### src/design/prtw_pkg.sv
package prtw_pkg;

  localparam int PAGE_BYTES = 4096;
  localparam int PAGE_BITS  = 12;
  localparam int L1_SHIFT   = 20;

  // Depth of the request queue between the front and the back.
  localparam int FQ_DEPTH = 2;

  // Result queue: the back pushes up to two results a cycle.
  localparam int OQ_DEPTH = 4;
  localparam int OQ_PW    = $clog2(OQ_DEPTH);
  localparam int OQ_CW    = $clog2(OQ_DEPTH + 1);

  localparam logic FUNC_START = 1'b0;
  localparam logic FUNC_DESC  = 1'b1;

  localparam logic [1:0] KIND_READ  = 2'd0;
  localparam logic [1:0] KIND_MAINT = 2'd1;
  localparam logic [1:0] KIND_DONE  = 2'd2;

  // Level-1 descriptor type code for a pointer to a level-2 table.
  localparam logic [1:0] L1_TYPE_TABLE = 2'b01;

  localparam logic [1:0] ADDR_TABLE_BASE = 2'd0;

  typedef struct packed {
    logic        is_start;
    logic [31:0] start_addr;
    logic [32:0] remaining;
    logic [12:0] first_chunk;
    logic        op;
    logic [31:0] descriptor;
  } entry_t;

  typedef struct packed {
    logic [1:0]  kind;
    logic [31:0] address;
    logic [12:0] chunk_length;
    logic        operation;
    logic        last;
  } result_t;

  typedef struct packed {
    logic [1:0] n;
    result_t    r0;
    result_t    r1;
  } push_t;

endpackage

### src/design/prtw_front.sv
module prtw_front #(
  parameter int DEPTH = prtw_pkg::FQ_DEPTH
) (
  input  logic             clk,
  input  logic             rst,
  input  logic             in_valid,
  output logic             in_stall,
  input  logic             func,
  input  logic [31:0]      start_addr,
  input  logic [31:0]      byte_count,
  input  logic             cache_op,
  input  logic [31:0]      descriptor,
  output logic             head_valid,
  output prtw_pkg::entry_t head,
  input  logic             take
);
  import prtw_pkg::*;

  localparam int PW = (DEPTH > 1) ? $clog2(DEPTH) : 1;
  localparam int CW = $clog2(DEPTH + 1);
  localparam logic [32:0] ADDR_SPACE = 33'h1_0000_0000;

  entry_t         mem [DEPTH];
  logic [PW-1:0]  wptr;
  logic [PW-1:0]  rptr;
  logic [CW-1:0]  count;
  entry_t         incoming;
  logic [32:0]    limit;
  logic [32:0]    remaining;
  logic [12:0]    page_left;
  logic           push;

  // The range length is clipped so that the range stops at the top of the address space.
  always_comb begin
    limit     = ADDR_SPACE - {1'b0, start_addr};
    remaining = ({1'b0, byte_count} > limit) ? limit : {1'b0, byte_count};
    page_left = 13'(PAGE_BYTES) - {1'b0, start_addr[PAGE_BITS-1:0]};
    incoming.is_start    = (func == FUNC_START);
    incoming.start_addr  = start_addr;
    incoming.remaining   = remaining;
    incoming.first_chunk = (remaining < 33'(page_left)) ? remaining[12:0] : page_left;
    incoming.op          = cache_op;
    incoming.descriptor  = descriptor;
  end

  assign in_stall   = (count == CW'(DEPTH));
  assign push       = in_valid && !in_stall;
  assign head_valid = (count != '0);
  assign head       = mem[rptr];

  always_ff @(posedge clk) begin
    if (push) begin
      mem[wptr] <= incoming;
    end
  end

  always_ff @(posedge clk) begin
    if (rst) begin
      wptr  <= '0;
      rptr  <= '0;
      count <= '0;
    end else begin
      if (push) begin
        wptr <= (wptr == PW'(DEPTH - 1)) ? '0 : wptr + 1'b1;
      end
      if (take) begin
        rptr <= (rptr == PW'(DEPTH - 1)) ? '0 : rptr + 1'b1;
      end
      count <= count + CW'(push) - CW'(take);
    end
  end

endmodule

### src/design/prtw_back.sv
module prtw_back (
  input  logic             clk,
  input  logic             rst,
  input  logic [31:0]      table_base,
  input  logic             head_valid,
  input  prtw_pkg::entry_t head,
  output logic             take,
  input  logic             ready,
  output prtw_pkg::push_t  push
);
  import prtw_pkg::*;

  localparam logic [1:0] PH_IDLE = 2'd0;
  localparam logic [1:0] PH_L1   = 2'd1;
  localparam logic [1:0] PH_L2   = 2'd2;

  logic [1:0]  phase, phase_next;
  logic [31:0] cursor, cursor_next;
  logic [32:0] cur_after, cur_after_next;
  logic [32:0] rem_after, rem_after_next;
  logic [12:0] chunk, chunk_next;
  logic        held_op, held_op_next;

  logic [12:0] adv_chunk;
  logic [31:0] adv_read;
  logic [31:0] start_read;
  logic [31:0] l2_read;
  logic [31:0] paddr;
  result_t     adv_res;

  function automatic result_t mk(logic [1:0] k, logic [31:0] a, logic [12:0] len,
                                 logic op, logic lst);
    result_t r;
    r.kind         = k;
    r.address      = a;
    r.chunk_length = len;
    r.operation    = op;
    r.last         = lst;
    return r;
  endfunction

  assign take = head_valid && ready;

  always_comb begin
    adv_chunk  = (rem_after >= 33'(PAGE_BYTES)) ? 13'(PAGE_BYTES) : rem_after[12:0];
    adv_read   = table_base + {18'b0, cur_after[31:L1_SHIFT], 2'b00};
    start_read = table_base + {18'b0, head.start_addr[31:L1_SHIFT], 2'b00};
    l2_read    = {head.descriptor[31:10], 10'b0} + {22'b0, cursor[19:PAGE_BITS], 2'b00};
    paddr      = {head.descriptor[31:PAGE_BITS], cursor[PAGE_BITS-1:0]};
    if (rem_after == '0) begin
      adv_res = mk(KIND_DONE, 32'd0, 13'd0, held_op, 1'b1);
    end else begin
      adv_res = mk(KIND_READ, adv_read, 13'd0, held_op, 1'b0);
    end
  end

  always_comb begin
    phase_next     = phase;
    cursor_next    = cursor;
    cur_after_next = cur_after;
    rem_after_next = rem_after;
    chunk_next     = chunk;
    held_op_next   = held_op;
    push           = '0;
    if (take) begin
      if (head.is_start) begin
        held_op_next = head.op;
        push.n       = 2'd1;
        if (head.remaining == '0) begin
          phase_next = PH_IDLE;
          push.r0    = mk(KIND_DONE, 32'd0, 13'd0, head.op, 1'b1);
        end else begin
          phase_next     = PH_L1;
          cursor_next    = head.start_addr;
          chunk_next     = head.first_chunk;
          rem_after_next = head.remaining - 33'(head.first_chunk);
          cur_after_next = {1'b0, head.start_addr} + 33'(head.first_chunk);
          push.r0        = mk(KIND_READ, start_read, 13'd0, head.op, 1'b0);
        end
      end else begin
        case (phase)
          PH_L1, PH_L2: begin
            if (phase == PH_L1 && head.descriptor[1:0] == L1_TYPE_TABLE) begin
              phase_next = PH_L2;
              push.n     = 2'd1;
              push.r0    = mk(KIND_READ, l2_read, 13'd0, held_op, 1'b0);
            end else begin
              // Next page or done; a maintenance command first if mapped, paddr != 0.
              if (phase == PH_L2 && head.descriptor[1] && paddr != '0) begin
                push.n  = 2'd2;
                push.r0 = mk(KIND_MAINT, paddr, chunk, held_op, 1'b0);
                push.r1 = adv_res;
              end else begin
                push.n  = 2'd1;
                push.r0 = adv_res;
              end
              if (rem_after == '0) begin
                phase_next = PH_IDLE;
              end else begin
                phase_next     = PH_L1;
                cursor_next    = cur_after[31:0];
                chunk_next     = adv_chunk;
                rem_after_next = rem_after - 33'(adv_chunk);
                cur_after_next = cur_after + 33'(adv_chunk);
              end
            end
          end
          default: begin
            push.n = 2'd0;
          end
        endcase
      end
    end
  end

  always_ff @(posedge clk) begin
    if (rst) begin
      phase     <= PH_IDLE;
      cursor    <= '0;
      cur_after <= '0;
      rem_after <= '0;
      chunk     <= '0;
      held_op   <= 1'b0;
    end else begin
      phase     <= phase_next;
      cursor    <= cursor_next;
      cur_after <= cur_after_next;
      rem_after <= rem_after_next;
      chunk     <= chunk_next;
      held_op   <= held_op_next;
    end
  end

  a_pair_starts_with_maint: assert property (@(posedge clk) disable iff (rst)
    push.n == 2'd2 |-> push.r0.kind == KIND_MAINT)
    else $error("two results in one step without a maintenance command first");

  a_start_one_result: assert property (@(posedge clk) disable iff (rst)
    (take && head.is_start) |-> push.n == 2'd1)
    else $error("start beat did not give exactly one result");

  a_done_goes_idle: assert property (@(posedge clk) disable iff (rst)
    (push.n == 2'd1 && push.r0.kind == KIND_DONE) |=> phase == PH_IDLE)
    else $error("walker not idle after done");

endmodule

### src/design/prtw_out_q.sv
module prtw_out_q (
  input  logic              clk,
  input  logic              rst,
  input  prtw_pkg::push_t   push,
  output logic              ready,
  output logic              valid,
  input  logic              stall,
  output prtw_pkg::result_t head
);
  import prtw_pkg::*;

  result_t          mem [OQ_DEPTH];
  logic [OQ_PW-1:0] wptr;
  logic [OQ_PW-1:0] rptr;
  logic [OQ_CW-1:0] count;
  logic             pop;

  assign valid = (count != '0);
  assign pop   = valid && !stall;
  assign head  = mem[rptr];
  // Room for the largest push of one step.
  assign ready = (count <= OQ_CW'(OQ_DEPTH - 2));

  always_ff @(posedge clk) begin
    if (push.n != 2'd0) begin
      mem[wptr] <= push.r0;
    end
    if (push.n == 2'd2) begin
      mem[wptr + 1'b1] <= push.r1;
    end
  end

  always_ff @(posedge clk) begin
    if (rst) begin
      wptr  <= '0;
      rptr  <= '0;
      count <= '0;
    end else begin
      wptr  <= wptr + OQ_PW'(push.n);
      rptr  <= rptr + OQ_PW'(pop);
      count <= count + OQ_CW'(push.n) - OQ_CW'(pop);
    end
  end

  a_no_overflow: assert property (@(posedge clk) disable iff (rst)
    count <= OQ_CW'(OQ_DEPTH))
    else $error("result queue overflow");

  a_push_needs_room: assert property (@(posedge clk) disable iff (rst)
    push.n != 2'd0 |-> ready)
    else $error("push into result queue without room");

  a_first_result_shows: assert property (@(posedge clk) disable iff (rst)
    (!valid && push.n != 2'd0) |=> (valid && head == $past(push.r0)))
    else $error("result pushed into empty queue not at head");

endmodule

### src/design/page_range_translate_walker.sv
// Range cache-maintenance walker over a two-level short-descriptor page table.
// Input channel (in_valid / in_stall): a beat with func = 0 starts a range given by
// start_addr, byte_count and cache_op; a beat with func = 1 returns the descriptor word
// asked for by the last read request. A start abandons any walk in progress.
// Output channel (out_valid / out_stall): each beat is a descriptor read request, a
// maintenance command over one physical chunk of at most one page, or the done beat
// with last set. A beat causes zero, one or two results.
// table_base is written through the APB-style port; the user must write it only while
// the block is idle, which the block itself does not enforce. A beat is registered in
// the request queue, and its results are registered in the result queue; the walker
// step between them is combinational. The request queue takes one input beat a cycle
// while not full, and the result queue drains one beat a cycle while out_stall is low.
// When the receiver stalls, results pile up in the four-entry result queue; the
// walker waits once fewer than two entries are free, and in_stall rises when the
// request queue fills. Reset empties both queues, idles the walker and clears
// table_base; no clearing pass is needed.
module page_range_translate_walker #(
  parameter int FRONT_DEPTH = prtw_pkg::FQ_DEPTH
) (
  input  logic        clk,
  input  logic        rst,
  input  logic        in_valid,
  output logic        in_stall,
  input  logic        func,
  input  logic [31:0] start_addr,
  input  logic [31:0] byte_count,
  input  logic        cache_op,
  input  logic [31:0] descriptor,
  output logic        out_valid,
  input  logic        out_stall,
  output logic [1:0]  kind,
  output logic [31:0] address,
  output logic [12:0] chunk_length,
  output logic        operation,
  output logic        last,
  input  logic        psel,
  input  logic        penable,
  input  logic        pwrite,
  input  logic [1:0]  paddr,
  input  logic [31:0] pwdata,
  output logic [31:0] prdata,
  output logic        pready
);
  import prtw_pkg::*;

  logic [31:0] table_base;
  logic        head_valid;
  entry_t      head;
  logic        take;
  logic        ready;
  push_t       push;
  result_t     result;

  // Register port: a single register at byte address zero.
  assign pready = 1'b1;
  assign prdata = (paddr == ADDR_TABLE_BASE) ? table_base : 32'd0;

  always_ff @(posedge clk) begin
    if (rst) begin
      table_base <= '0;
    end else if (psel && penable && pwrite && pready && paddr == ADDR_TABLE_BASE) begin
      table_base <= pwdata;
    end
  end

  // The front clips the range and works out the first chunk before queueing the beat.
  prtw_front #(
    .DEPTH(FRONT_DEPTH)
  ) u_front (
    .clk        (clk),
    .rst        (rst),
    .in_valid   (in_valid),
    .in_stall   (in_stall),
    .func       (func),
    .start_addr (start_addr),
    .byte_count (byte_count),
    .cache_op   (cache_op),
    .descriptor (descriptor),
    .head_valid (head_valid),
    .head       (head),
    .take       (take)
  );

  // The back holds the walk state and turns each queued beat into its results.
  prtw_back u_back (
    .clk        (clk),
    .rst        (rst),
    .table_base (table_base),
    .head_valid (head_valid),
    .head       (head),
    .take       (take),
    .ready      (ready),
    .push       (push)
  );

  prtw_out_q u_out_q (
    .clk   (clk),
    .rst   (rst),
    .push  (push),
    .ready (ready),
    .valid (out_valid),
    .stall (out_stall),
    .head  (result)
  );

  assign kind         = result.kind;
  assign address      = result.address;
  assign chunk_length = result.chunk_length;
  assign operation    = result.operation;
  assign last         = result.last;

endmodule

### config.mk
export PLATFORM = sky130hd
export DESIGN_NAME = page_range_translate_walker
export DESIGN_NICKNAME = d
export VERILOG_FILES = /design/src/design/prtw_pkg.sv /design/src/design/prtw_front.sv /design/src/design/prtw_back.sv /design/src/design/prtw_out_q.sv /design/src/design/page_range_translate_walker.sv
export SDC_FILE = /design/constraint.sdc
export NUM_CORES = 1
export LEC_CHECK = 0
export ABC_AREA = 1
export BUFFER_PORTS_ARGS = -buffer_cell sky130_fd_sc_hd__buf_2
export CORE_AREA = 10 10 315 317
export DETAILED_ROUTE_END_ITERATION = 12
export DIE_AREA = 0 0 325 327
export PLACE_DENSITY_LB_ADDON = 0.05
export SYNTH_ARGS = -nofsm -noshare
export SYNTH_HDL_FRONTEND = slang
export SYNTH_SLANG_ARGS = --single-unit
### constraint.sdc
create_clock -name clk -period 6.75 [get_ports clk]
set_input_delay 1.35 -clock clk [delete_from_list [all_inputs] [get_ports clk]]
set_output_delay 1.35 -clock clk [all_outputs]
set_load 0.01 [all_outputs]
# == Word-level counts from Yosys, hierarchy flattened ==
# Memories as Yosys holds them, arrays and structs flattened. A register that Yosys moved wholly into a read port is not among the register bits.
# Cells that the tools add are included.
# op_classes
addsub,18
magnitude_cmp,4
eq_ne,8
n_mux,51
n_bitwise,1
n_reduce_logical,23
# op_table
cell,n
$mux W33,11
$mux W49,5
$mux W51,3
$mux W100,1
$mux W20,5
$mux W98,1
$mux W13,7
$logic_not A33 Y1,2
$sub A33 B13 Y33,2
$add A32 B14 Y32,2
$add A32 B13 Y33,1
$add A33 B13 Y33,1
$ge A33 B13 Y1 const B,1
$gt A32 B33 Y1,1
$lt A33 B13 Y1,1
$sub A33 B32 Y33 const A,1
$add A32 B10 Y32,1
$mux W32,1
$reduce_bool A32 Y1,1
$sub A13 B12 Y13 const A,1
$mux W1,12
$mux W2,5
$logic_and A1 B1 Y1,9
$eq A2 B2 Y1 const B,3
other kinds (18),27
# word_totals
register_bits,145
ram_bits,420
inputBits,139
out_inout_bits,84
elab_cells,120
n_memories,2
# memory_table
memory,depth,word_bits,rd,rd_ports_with_merged_regs,wr,line_no,text
u_front.mem,2,112,1,1,1,prtw_front.sv:23,entry_t mem [DEPTH];
u_out_q.mem,4,49,1,1,2,prtw_out_q.sv:12,result_t mem [OQ_DEPTH];

# == Longest topological paths before layout ==
# depth
ltp_word,11
ltp_mapped,37
mapped_depth_nobuf,34

# == Modules after synthesis ==
# A second synthesis with hierarchy kept.
# unflattened
hier_cells,4419
area_unflattened_um2,34827.2
# modules_own_cells
mod,instances,cells_each,area_each_um2,seq_area_each_um2
prtw_back,1,2235,12415.7,2021.9
prtw_front,1,880,10958.0,6826.5
prtw_out_q,1,1021,9766.9,6025.8
page_range_translate_walker,1,283,1686.6,640.6

# == Worst setup path after synthesis ==
# Ideal clock, no wire load.
# synth_timing
path_type,input to register
from,in in_valid
to,mem u_front.mem[1][0] (netlist name) (enable)
setup_time_ns,0.570
arrival_ns,5.840
t_required_ns,6.180
slack_ns,0.340
cell_stages,2
path_buffers,0
path_cell_list,o21ai_0 > nor2_1
# synth_via
elab_chain_cells,3
# synth_lines
item,line_no,text
"start, declared",page_range_translate_walker.sv:22,"input logic in_valid,"
$logic_and A1 B1 Y1,prtw_front.sv:47,assign push = in_valid && !in_stall;
$mux W1,prtw_front.sv:52,if (push) begin
$mux W1 (not written as such),prtw_front.sv:53,mem[wptr] <= incoming;
"end, declared",prtw_front.sv:23,
# Every way passes these cells.

==> out/metrics.csv <==
stage;metric;value;unit
cells_and_area;final_cells;5689;
synth;yosysWarnings;0;
floorplanning;initial_core_util;34.84;%
timing;finClkSkew;0.03332;ns
clock_tree;cts_tree;built;
outcome;outcome;completed;
floorplanning;core_region_area;0.09277;sq mm
placed_design;dp_cells;5563;
routing;drt_drc_violations_left;0;
clock_tree;cts_inserted_buffers;69;
timing;worstMarginPinSlew;1.071;ns
power;power_frac_seq;29.4;%
routing;via_count;29280;
timing;setup_viol;0;
routing;vias_per_cell;5.147;
synth;netlist_top_cells_area;edfxtp_1 32%, dfxtp_1 12%, nand2_1 12%;
global_route;antenna_found_initial;2;
setup_path;crit_slowest_cell;nor2_2;
synth;ys.flop_type;edfxtp_1;
cells_and_area;syn2layout_area_growth;14.69;%
cells_and_area;drive_gt1_share;11.32;%
timing;fmax;162.2;MHz
placed_design;hpwl;87820;um
setup_path;crit_type;in -> reg;
synth;synth_top_area_share;31.96;%
setup_path;cpMostUsedCell;nand2_1;
cells_and_area;nNetsFinal;4643;
floorplanning;dieArea;0.1063;sq mm
clock_tree;worstSkewPairLatency;0.62;ns
synth;synth_area;0.03232;sq mm
global_route;grt_max_degree;106;
global_route;overflow;0;
synth;synth-edff-count;344;
cells_and_area;layout_common_cells;1023 x nand2_1, 448 x nor2_1, 430 x o21ai_0;
synth;netlist_instances;4202;
flow_run;cap_violations;0;
floorplanning;io_pins;223;
global_route;grt_pass1_vias;27820;
floorplanning;num_rows;112;
clock_tree;hold_buffers;0;
clock_tree;clock_path_buffers;3;
routing;antenna_left;0;
clock_tree;htree_levels;3;
timing;rsz0062_at_grt;no;
setup_path;critPathMaxFanout;17;
min_path;hp-class;reg -> reg;
setup_path;worst-r2r-setup-slack;1.89;ns
setup_path;crit_arrival;6.51;ns
timing;hold_viol;0;
power;comb_power_share;48.0;%
setup_path;cp-start-kind;input port;
timing;setup_tns;0;ns
global_route;grt_pass1_wl;178800;um
cells_and_area;final_common_cell;nand2_1;
synth;synth_seq_cells;545;
routing;initialDrtViolationCount;2535;
routing;postRouteWirelength;119900;um
timing;maxSlewViolCount;0;
floorplanning;dieWidth;325;um
setup_path;cp-end-kind;register;
global_route;grt_use_total;21.78;%
power;p_clk_share;22.7;%
power;p_int;8.860;mW
power;p_sw;7.443;mW
synth;synth-seq-area-share;44.41;%
synth;syn_area_per_cell;7.692;sq um
power;ir_drop;222.2;uV
timing;max_slew_margin;27.85;%
placed_design;gp_congestion;0.8987;
routing;wl_per_cell;21.07;um
clock_tree;postCtsSetupBuffers;0;
setup_path;slowest_delay;0.48;ns
routing;dr.pass1.iters;6;
synth;yosysUniqueCellTypes;57;
clock_tree;clk_pin_slew_worst_paths;0.06;ns
clock_tree;root_buffer;clkbuf_16;
power;power.density;439.8;mW/mm^2
synth;synth_top_area_cell;edfxtp_1;
setup_path;required;7.10;ns
timing;min_period;6.165;ns
timing;fin_crit_sh;91.33;%
placed_design;io_buffers;213;
synth;async_flop_share;0;%
power;switching_share;45.66;%
power;power.leakage;15.32;nW
floorplanning;die_h;327;um
clock_tree;cts_sinks;545;
clock_tree;post_cts_resized;0;
-- layout make-up --
| cell class | instances | area, sq um |
|---|---|---|
| Clock buffer | 89 | 1863 |
| Timing Repair Buffer | 295 | 1769 |
| Clock inverter | 35 | 379.1 |
| Antenna cell | 2 | 5.005 |
| Inverter | 363 | 1364 |
| Multi-Input combinational cell | 3106 | 15760 |
| Tap cell | 1254 | 1569 |
| Fill cell | 9745 | 55700 |
| Sequential cell | 545 | 14360 |
-- cells in the mapped netlist, types with 14 or more instances --
library cell / count
nand2_1: 1023
nor2_1: 451
o21ai_0: 430
inv_1: 345
edfxtp_1: 344
a21oi_1: 260
nand3_1: 217
dfxtp_1: 201
clkbuf_1: 119
ha_1: 118
o21ai_1: 90
o22ai_1: 64
a31oi_1: 61
xor2_1: 61
nor3_1: 49
or2_2: 45
nand4_1: 44
buf_2: 38
xnor2_1: 31
nor4_1: 22
mux2i_1: 19
inv_2: 14
-- power groups by stage --
stage | sequential (mW) | clock, mW | combinational [mW]
2_1_floorplan | 4.70 | 0 | 5.21
3_3_place_gp | 4.85 | 0 | 7.77
3_5_place_dp | 4.85 | 0 | 7.77
4_1_cts | 4.79 | 3.79 | 7.81
5_1_grt | 4.87 | 3.93 | 8.69
6_report | 4.79 | 3.69 | 7.82
-- final timing paths --
kind,start,to,depth (start not counted)
max,start_addr[1],u_front.mem[1][43]$_DFFE_PP_,34
min,u_front.count[1]$_SDFF_PP0_,u_front.count[1]$_SDFF_PP0_,1
max reg2reg,register,u_out_q.mem[3][35]$_DFFE_PP_,13
min reg2reg,u_front.count[1]$_SDFF_PP0_,u_front.count[1]$_SDFF_PP0_,1
-- layer usage --
metal  global-route usage (%)  up-vias  wire length [um]
met5                        0        -                 0
met4                    5.736        0              2417
met3                    4.513      141              8261
met2                    34.23      829             53240
met1                    30.16    13700             55960
li1                         -    14610                 -
-- logic make-up after synthesis --
logic type | share of synthesized area, %
other | 0.02323
and+or+nand+nor | 24.59
buffers and inverters | 6.987
AOI/OAI and AO/OA | 15.98
muxes | 0.5884
DFF | 44.41
xor gates and xnor gates | 2.493
adders and majority gates | 4.939
-- state kept, by name, indices dropped and copies added, names as in the netlist, named ones only --
register and count:
u_back.rem_after 33, u_out_q.rptr 2, table_base 32, u_back.phase 2, u_out_q.count 3, u_front.wptr 1, u_back.cursor 20, u_out_q.wptr 2
u_back.chunk 13, u_front.count 2, u_back.held_op 1, u_out_q.mem 192, u_front.rptr 1, u_back.cur_after 32, u_front.mem 208
-- critical path, delay by kind of cell --
family | cells | cell delay [ns]
compound gates | 4 | 0.84
simple gates | 21 | 2.96
buf+inv | 6 | 0.49
fa+ha+maj | 3 | 0.83
-- stage by stage --
stage	area (sq um)	hold slack, ns	worst slack, ns	power [mW]	util [%]
final	37070	0.4573	0.5851	16.30	39.96
after global routing	37070	0.4708	0.009215	17.49	39.96
after CTS	37070	0.4584	0.5661	16.38	39.96
after detailed placement	34820	0.4481	-0.06947	12.62	37.54
after global placement	34820	0.4359	-0.03365	12.63	37.54
after floorplan	32330	0.4224	0.3404	9.909	-
Power figures use the tool's default switching activity.
